**config.mk**
```make
export PLATFORM = sky130hd
export DESIGN_NAME = base64url_decoder_unit
export DESIGN_NICKNAME = d
export VERILOG_FILES = /design/src/rtl/core/b64d_pkg.sv /design/src/rtl/core/b64d_front.sv /design/src/rtl/core/b64d_queue.sv /design/src/rtl/core/b64d_back.sv /design/src/rtl/core/base64url_decoder_unit.sv
export SDC_FILE = /design/constraint.sdc
export NUM_CORES = 1
export LEC_CHECK = 0
export ABC_CLOCK_PERIOD_IN_PS = 3000
export BUFFER_PORTS_ARGS = -buffer_cell sky130_fd_sc_hd__buf_2
export CAP_MARGIN = 20
export CORE_ASPECT_RATIO = 1.75
export CORE_MARGIN = 1.5
export CORE_UTILIZATION = 53
export CTS_CLUSTER_DIAMETER = 30
export CTS_CLUSTER_SIZE = 28
export DETAILED_ROUTE_END_ITERATION = 8
export GPL_TIMING_DRIVEN = 0
export PLACE_DENSITY = 0.72
export RECOVER_POWER = 100
export SYNTH_ARGS = -nofsm -noshare
export SYNTH_HDL_FRONTEND = slang
export SYNTH_HIERARCHICAL = 1
export SYNTH_SLANG_ARGS = --single-unit
```
**constraint.sdc**
```tcl
create_clock -name clk -period 3 [get_ports clk]
set_clock_uncertainty 0.2 [all_clocks]
set_input_delay 0.6 -clock clk [delete_from_list [all_inputs] [get_ports clk]]
set_output_delay 0.6 -clock clk [all_outputs]
set_load 0.05 [all_outputs]
```
**src/rtl/core/b64d_pkg.sv**
```systemverilog
// ----------------------------------------------------------------------------
// b64d_pkg
// Shared types, constants and the character classifier for the decoder.
// ----------------------------------------------------------------------------
package b64d_pkg;

    // queue between the front and the back
    localparam int QUEUE_DEPTH = 4;
    localparam int PTR_W       = $clog2(QUEUE_DEPTH);
    localparam int CNT_W       = $clog2(QUEUE_DEPTH + 1);

    // character codes
    localparam logic [7:0] CHAR_PAD   = 8'h3D;
    localparam logic [7:0] CHAR_UP_A  = 8'h41;
    localparam logic [7:0] CHAR_UP_Z  = 8'h5A;
    localparam logic [7:0] CHAR_LO_A  = 8'h61;
    localparam logic [7:0] CHAR_LO_Z  = 8'h7A;
    localparam logic [7:0] CHAR_DIG_0 = 8'h30;
    localparam logic [7:0] CHAR_DIG_9 = 8'h39;
    localparam logic [7:0] CHAR_MINUS = 8'h2D;
    localparam logic [7:0] CHAR_UNDER = 8'h5F;

    // sextet values of the alphabet ranges
    localparam logic [5:0] VAL_LO_BASE = 6'd26;
    localparam logic [5:0] VAL_DIG_BASE = 6'd52;
    localparam logic [5:0] VAL_MINUS   = 6'd62;
    localparam logic [5:0] VAL_UNDER   = 6'd63;

    // group positions
    localparam logic [1:0] POS_FIRST  = 2'd0;
    localparam logic [1:0] POS_SECOND = 2'd1;
    localparam logic [1:0] POS_THIRD  = 2'd2;
    localparam logic [1:0] POS_FOURTH = 2'd3;

    // one classified character as it travels through the queue
    typedef struct packed {
        logic [5:0] value;   // sextet, zero for pad and invalid characters
        logic       is_pad;
        logic       is_bad;
        logic       last;
    } char_class_t;

    // queue status seen by the front and the back
    typedef struct packed {
        logic not_empty;
        logic full;
    } queue_stat_t;

    // map a raw character to its class
    function automatic char_class_t classify(input logic [7:0] ch, input logic last);
        char_class_t c;
        logic [7:0]  diff;
        c.value  = '0;
        c.is_pad = 1'b0;
        c.is_bad = 1'b0;
        c.last   = last;
        diff     = '0;
        if (ch == CHAR_PAD) begin
            c.is_pad = 1'b1;
        end
        else if (ch >= CHAR_UP_A && ch <= CHAR_UP_Z) begin
            diff    = ch - CHAR_UP_A;
            c.value = diff[5:0];
        end
        else if (ch >= CHAR_LO_A && ch <= CHAR_LO_Z) begin
            diff    = ch - CHAR_LO_A;
            c.value = diff[5:0] + VAL_LO_BASE;
        end
        else if (ch >= CHAR_DIG_0 && ch <= CHAR_DIG_9) begin
            diff    = ch - CHAR_DIG_0;
            c.value = diff[5:0] + VAL_DIG_BASE;
        end
        else if (ch == CHAR_MINUS) begin
            c.value = VAL_MINUS;
        end
        else if (ch == CHAR_UNDER) begin
            c.value = VAL_UNDER;
        end
        else begin
            c.is_bad = 1'b1;
        end
        return c;
    endfunction

endpackage

```
**src/rtl/core/b64d_front.sv**
```systemverilog
// ----------------------------------------------------------------------------
// b64d_front
// Accepts input transactions and classifies each character for the back.
// ----------------------------------------------------------------------------
module b64d_front
    import b64d_pkg::*;
(
    input  logic        in_valid,
    output logic        in_stall,
    input  logic [7:0]  in_char,
    input  logic        in_last,
    input  queue_stat_t q_stat,
    output logic        push,
    output char_class_t push_data
);

    // hold off the sender while the queue has no room
    assign in_stall = q_stat.full;
    assign push     = in_valid & ~q_stat.full;

    // alphabet lookup
    assign push_data = classify(in_char, in_last);

endmodule

```
**src/rtl/core/b64d_queue.sv**
```systemverilog
// ----------------------------------------------------------------------------
// b64d_queue
// Small flip-flop queue decoupling the front from the back.
// ----------------------------------------------------------------------------
module b64d_queue
    import b64d_pkg::*;
(
    input  logic        clk,
    input  logic        rst_n,
    input  logic        push,
    input  char_class_t push_data,
    input  logic        pop,
    output char_class_t pop_data,
    output queue_stat_t q_stat
);

    char_class_t            entry_reg [QUEUE_DEPTH];
    logic [PTR_W-1:0]       wr_ptr_reg, wr_ptr_next;
    logic [PTR_W-1:0]       rd_ptr_reg, rd_ptr_next;
    logic [CNT_W-1:0]       count_reg, count_next;

    // pointer and fill count update
    always_comb
    begin
        wr_ptr_next = push ? wr_ptr_reg + 1'b1 : wr_ptr_reg;
        rd_ptr_next = pop  ? rd_ptr_reg + 1'b1 : rd_ptr_reg;
        count_next  = count_reg;
        if (push && !pop)
        begin
            count_next = count_reg + 1'b1;
        end
        else if (pop && !push)
        begin
            count_next = count_reg - 1'b1;
        end
    end

    always_ff @(posedge clk or negedge rst_n)
    begin
        if (!rst_n)
        begin
            wr_ptr_reg <= '0;
            rd_ptr_reg <= '0;
            count_reg  <= '0;
        end
        else
        begin
            wr_ptr_reg <= wr_ptr_next;
            rd_ptr_reg <= rd_ptr_next;
            count_reg  <= count_next;
        end
    end

    // storage, no reset needed
    always_ff @(posedge clk)
    begin
        if (push)
        begin
            entry_reg[wr_ptr_reg] <= push_data;
        end
    end

    assign pop_data         = entry_reg[rd_ptr_reg];
    assign q_stat.not_empty = (count_reg != '0);
    assign q_stat.full      = (count_reg == CNT_W'(QUEUE_DEPTH));

endmodule

```
**src/rtl/core/b64d_back.sv**
```systemverilog
// ----------------------------------------------------------------------------
// b64d_back
// Group tracking, byte assembly and the registered output transaction.
// ----------------------------------------------------------------------------
module b64d_back
    import b64d_pkg::*;
(
    input  logic        clk,
    input  logic        rst_n,
    input  queue_stat_t q_stat,
    input  char_class_t pop_data,
    output logic        pop,
    output logic        out_valid,
    input  logic        out_stall,
    output logic        byte_valid,
    output logic [7:0]  out_byte,
    output logic        out_last,
    output logic        decode_error
);

    logic [1:0] pos_reg, pos_next;
    logic [5:0] prev_reg, prev_next;
    logic       err_reg, err_next;
    logic       valid_reg;
    logic       bv_reg, bv_next;
    logic [7:0] byte_reg, byte_next;
    logic       last_reg;
    logic       oerr_reg, oerr_next;
    logic [7:0] assembled;

    // take the next character when the output slot is free or being drained
    assign pop = q_stat.not_empty & (~valid_reg | ~out_stall);

    // byte assembly from previous and current sextet
    always_comb
    begin
        unique case (pos_reg)
            POS_SECOND: assembled = {prev_reg, pop_data.value[5:4]};
            POS_THIRD:  assembled = {prev_reg[3:0], pop_data.value[5:2]};
            POS_FOURTH: assembled = {prev_reg[1:0], pop_data.value};
            default:    assembled = '0;
        endcase
    end

    // error, emit and next group state
    always_comb
    begin
        oerr_next = err_reg | pop_data.is_bad
                  | (pop_data.is_pad & ~pos_reg[1])
                  | (pop_data.last & (pos_reg == POS_FIRST));
        bv_next   = ~pop_data.is_pad & ~pop_data.is_bad
                  & (pos_reg != POS_FIRST) & ~oerr_next;
        byte_next = bv_next ? assembled : 8'h00;
        if (pop_data.last)
        begin
            pos_next  = POS_FIRST;
            prev_next = '0;
            err_next  = 1'b0;
        end
        else
        begin
            pos_next  = pos_reg + 1'b1;
            prev_next = pop_data.value;
            err_next  = oerr_next;
        end
    end

    // group state
    always_ff @(posedge clk or negedge rst_n)
    begin
        if (!rst_n)
        begin
            pos_reg  <= POS_FIRST;
            prev_reg <= '0;
            err_reg  <= 1'b0;
        end
        else if (pop)
        begin
            pos_reg  <= pos_next;
            prev_reg <= prev_next;
            err_reg  <= err_next;
        end
    end

    // output transaction valid
    always_ff @(posedge clk or negedge rst_n)
    begin
        if (!rst_n)
        begin
            valid_reg <= 1'b0;
        end
        else if (pop)
        begin
            valid_reg <= 1'b1;
        end
        else if (!out_stall)
        begin
            valid_reg <= 1'b0;
        end
    end

    // output payload
    always_ff @(posedge clk)
    begin
        if (pop)
        begin
            bv_reg   <= bv_next;
            byte_reg <= byte_next;
            last_reg <= pop_data.last;
            oerr_reg <= oerr_next;
        end
    end

    assign out_valid    = valid_reg;
    assign byte_valid   = bv_reg;
    assign out_byte     = byte_reg;
    assign out_last     = last_reg;
    assign decode_error = oerr_reg;

endmodule

```
**src/rtl/core/base64url_decoder_unit.sv**
```systemverilog
// ----------------------------------------------------------------------------
// base64url_decoder_unit
// Base64url character stream to byte stream decoder.
// ----------------------------------------------------------------------------
// Usage:
//   Input channel (in_valid / in_stall) takes one character per transaction,
//   in_last marks the final character of a segment.
//   Output channel (out_valid / out_stall) gives exactly one transaction per
//   character: byte_valid with out_byte, out_last copied from the input and
//   the sticky decode_error after that character. Bytes of a segment whose
//   final transaction shows decode_error must be dropped by the consumer.
//   From input acceptance to out_valid the classifier first writes the
//   four-entry queue, then the decode stage loads the output register.
//   Throughput is one character per cycle while out_stall is low, set by
//   the single decode stage.
//   When the receiver stalls the output holds and the queue fills; in_stall
//   rises once four characters are waiting.
//   Reset clears the queue, the output valid and the group state, so the
//   first character starts a new group with no error.
// ----------------------------------------------------------------------------
module base64url_decoder_unit
    import b64d_pkg::*;
(
    input  logic       clk,
    input  logic       rst_n,
    input  logic       in_valid,
    output logic       in_stall,
    input  logic [7:0] in_char,
    input  logic       in_last,
    output logic       out_valid,
    input  logic       out_stall,
    output logic       byte_valid,
    output logic [7:0] out_byte,
    output logic       out_last,
    output logic       decode_error
);

    queue_stat_t q_stat;
    logic        push;
    logic        pop;
    char_class_t push_data;
    char_class_t pop_data;

    // classify incoming characters
    b64d_front u_front
    (
        .in_valid  (in_valid),
        .in_stall  (in_stall),
        .in_char   (in_char),
        .in_last   (in_last),
        .q_stat    (q_stat),
        .push      (push),
        .push_data (push_data)
    );

    // decoupling queue
    b64d_queue u_queue
    (
        .clk       (clk),
        .rst_n     (rst_n),
        .push      (push),
        .push_data (push_data),
        .pop       (pop),
        .pop_data  (pop_data),
        .q_stat    (q_stat)
    );

    // decode and output register
    b64d_back u_back
    (
        .clk          (clk),
        .rst_n        (rst_n),
        .q_stat       (q_stat),
        .pop_data     (pop_data),
        .pop          (pop),
        .out_valid    (out_valid),
        .out_stall    (out_stall),
        .byte_valid   (byte_valid),
        .out_byte     (out_byte),
        .out_last     (out_last),
        .decode_error (decode_error)
    );

    // a byte is never delivered together with an error
    assert property (@(posedge clk) disable iff (!rst_n)
        out_valid |-> !(byte_valid && decode_error))
        else $error("byte delivered with decode error");

    // no byte means a zero byte
    assert property (@(posedge clk) disable iff (!rst_n)
        (out_valid && !byte_valid) |-> (out_byte == 8'h00))
        else $error("nonzero byte without byte_valid");

    // a full queue is never empty
    assert property (@(posedge clk) disable iff (!rst_n)
        q_stat.full |-> q_stat.not_empty)
        else $error("queue status inconsistent");

    // the decode stage only takes from a queue that holds something
    assert property (@(posedge clk) disable iff (!rst_n)
        pop |-> q_stat.not_empty)
        else $error("pop from empty queue");

endmodule

```
==> flow_summary.ini <==
[floorplanning]
core_mm2 = 0.00613
dieArea_mm2 = 0.00678
start_util = 0.542
io_pins = 26
dieHeight_um = 108
die_w_um = 62.9
rows = 38

[finish]
n_antenna_cell = 0
layout_commonest_cell = edfxtp_1
largest_reg_flops = 36
layoutNonFillerInstCount = 370
seq_area_mm2 = 0.00184
area_growth_pct = 11.1
fillers = 523
final_nets = 318
final_cell_mix = edfxtp_1 (47), clkbuf_1 (24), ha_1 (19)
multi_input_area_mm2 = 0.00135
final_layout_size_suffix_gt1_frac = 0.155

[power_and_ir_drop]
max-vdd-ir-drop_mv = 0.333
p_seq_frac = 0.425
combPwrFrac = 0.360
cellPowerDensity_mw_per_mm2 = 849
leakagePower_nw = 1.43
internal-power_mw = 2.01
p_clk_frac = 0.215
p_sw_mw = 1.12
sw_frac_of_total = 0.358

[worst_setup_path]
crit_fanout = 8
reg2reg_slack_ps = 250
timing.rr.end = u_queue/count_reg[2]$_DFFE_PN0P_
critical_path_class = primary input to register
worst_setup_path_start_kind = primary input
reg2regPathDepth = 10
required_ps = 2830
r2r-start = u_queue/count_reg[0]$_DFFE_PN0P_
critPathArrivalTime_ps = 2850
end_kind = register

[drt]
wl_mm = 6.17
drc = 0
viasPerCell = 5.86
first_pass_iters = 5
drt_iter0_drc = 221
wl_met3_um = 258
met1_length_mm = 2.18
wl_per_cell_um = 16.7
final_antenna_net_count = 0
top_layer = met4
num_vias = 2169
met2_wirelength_mm = 3.41

[grt]
grt.total_usage = 0.195
antenna_found_initial = 0
grt_pass1_wl_mm = 9.97
grt_max_degree = 20
gr-total-overflow = 0
grt_pass1_vias = 2132

[yosys]
synth_nets = 282
synth_area_mm2 = 0.00333
yosys_register_bits = 64
synth_edf_count = 47
yosys_warnings = 6
synthArstFlopShare = 0.266
ys_types = 54
synth_top_flop_cell = edfxtp_1
yosysSeqAreaShare = 0.552
syn_avg_cell_area_um2 = 13.4
synthCells = 249

[status]
outcome = complete, but fails checks
violations = setup timing

[sta]
rsz0062_at_grt = no
setup_viol = 4
maxSlewViolCount = 0
setup_slack_ps = -22.5
period_minus_slack_ps = 3020
hold_slack_ps = 285
finalHoldViolations = 0
fmax_ghz = 0.331
relSlewSlack = 0.351
worst_pin_slew_ps = 974
fin_crit_sh = 1.01

[clock_tree]
cts.sinks = 64
root_buffer = clkbuf_8
cts_buffers = 9
cts.clk_slew.worst_paths_ps = 70
cts-htree-levels = 3
clock_latency_ps = 330
cts_tree = built
cts_buffer_depth = 2

[placed_design]
hpwl_mm = 4.59
post-place-cells = 351
io_buffers = 22
gp_congestion = 0.875

[worst_hold_path]
min_path_type = register to register
holdPathEnd = u_back/prev_reg[4]$_DFFE_PN0P_
worstHoldStart = u_back/prev_reg[4]$_DFFE_PN0P_
hold_depth = 2

[job]
cap_violations = 0
==> synthesized netlist by cell type, types with 3 or more instances <==
cell | instances | share of area
buf_2 | 3 | 0.0045
xnor2_1 | 6 | 0.016
a21o_1 | 4 | 0.0090
nor3_1 | 3 | 0.0045
mux2i_1 | 3 | 0.0090
edfxtp_1 | 47 | 0.42
dfrtp_1 | 17 | 0.13
inv_1 | 15 | 0.017
nor2b_1 | 4 | 0.0075
mux4_2 | 8 | 0.054
clkbuf_1 | 4 | 0.0045
nand2_1 | 16 | 0.018
nor2_1 | 12 | 0.014
a222oi_1 | 8 | 0.024
buf_4 | 3 | 0.0068
nand3_1 | 3 | 0.0045
and2_1 | 4 | 0.0075
ha_1 | 19 | 0.071
nand2b_1 | 7 | 0.013
a21oi_1 | 5 | 0.0075
xor2_1 | 5 | 0.013
o21ai_0 | 10 | 0.015
==> worst max-delay path, cell delays in order <==
cell and delay [ps]:
buf_2 100, clkbuf_2 200, inv_1 140, ha_1 250, inv_1 70, o21ai_0 210
o211a_1 410, a2111oi_0 670, nor3_1 190
==> cells by family after synthesis <==
group                      after synthesis  synth area share
adders and majority gates               20            0.0775
AOI/OAI and AO/OA                       48             0.115
DFF                                     64             0.552
and+or+nand+nor                         65             0.111
muxes                                   13            0.0745
buffers and inverters                   28            0.0410
xor gates and xnor gates                11            0.0290
==> routing by layer <==
layer | vias to the layer above | GRT usage
met5 | - | 0
met4 | 0 | 0.137
met3 | 24 | 0.0460
met2 | 82 | 0.359
met1 | 1049 | 0.187
li1 | 1014 | -
==> worst max-delay path by stage <==
stage	from	cells past startpoint	to
2_1_floorplan	in_char[2]	8	u_queue/entry_reg[0][5]$_DFFE_PP_
3_3_place_gp	in_char[2]	9	u_queue/entry_reg[0][1]$_DFFE_PP_
3_5_place_dp	in_char[2]	9	u_queue/entry_reg[0][3]$_DFFE_PP_
4_1_cts	u_queue/count_reg[0]$_DFFE_PN0P_	10	u_queue/count_reg[2]$_DFFE_PN0P_
5_1_grt	in_char[1]	7	u_queue/entry_reg[2][3]$_DFFE_PP_
6_report	in_char[2]	9	u_queue/entry_reg[1][3]$_DFFE_PP_
==> final cells by class <==
type	instances	area share
Buffer	13	0.0169
Timing Repair Buffer	25	0.0305
Tap cell	80	0.0271
Sequential cell	64	0.497
Inverter	15	0.0156
Clock buffer	11	0.0356
Multi-Input combinational cell	157	0.364
Clock inverter	5	0.0129
==> power groups by stage <==
stage                     clock, mW  sequential, mW  combinational, mW
after detailed placement          0            1.35               1.17
after CTS                     0.691            1.34               1.17
after global routing          0.722            1.36               1.26
final                         0.674            1.33               1.13
after global placement            0            1.34               1.14
after floorplan                   0            1.50              0.753
==> metrics by stage <==
stage          utilization  setup WS [ps]  total power [mW]  TNS [ps]  cell area, µm²
3_5_place_dp         0.576           -139              2.52     -1480            3540
3_3_place_gp         0.576          -64.8              2.48      -418            3540
4_1_cts              0.607            107              3.20         0            3720
5_1_grt              0.602           10.1              3.34         0            3690
6_report             0.602          -22.5              3.14     -84.1            3690
2_1_floorplan            -            372              2.25         0            3330
==> timing repair <==
action                                  CTS  global route
endpoints found under the setup margin    0             1
resized for setup                         0             1
hold endpoints to repair                 17             0
setup buffers                             0             2
hold buffers                              1             0
Note: power is estimated with default switching activity, not from simulation.
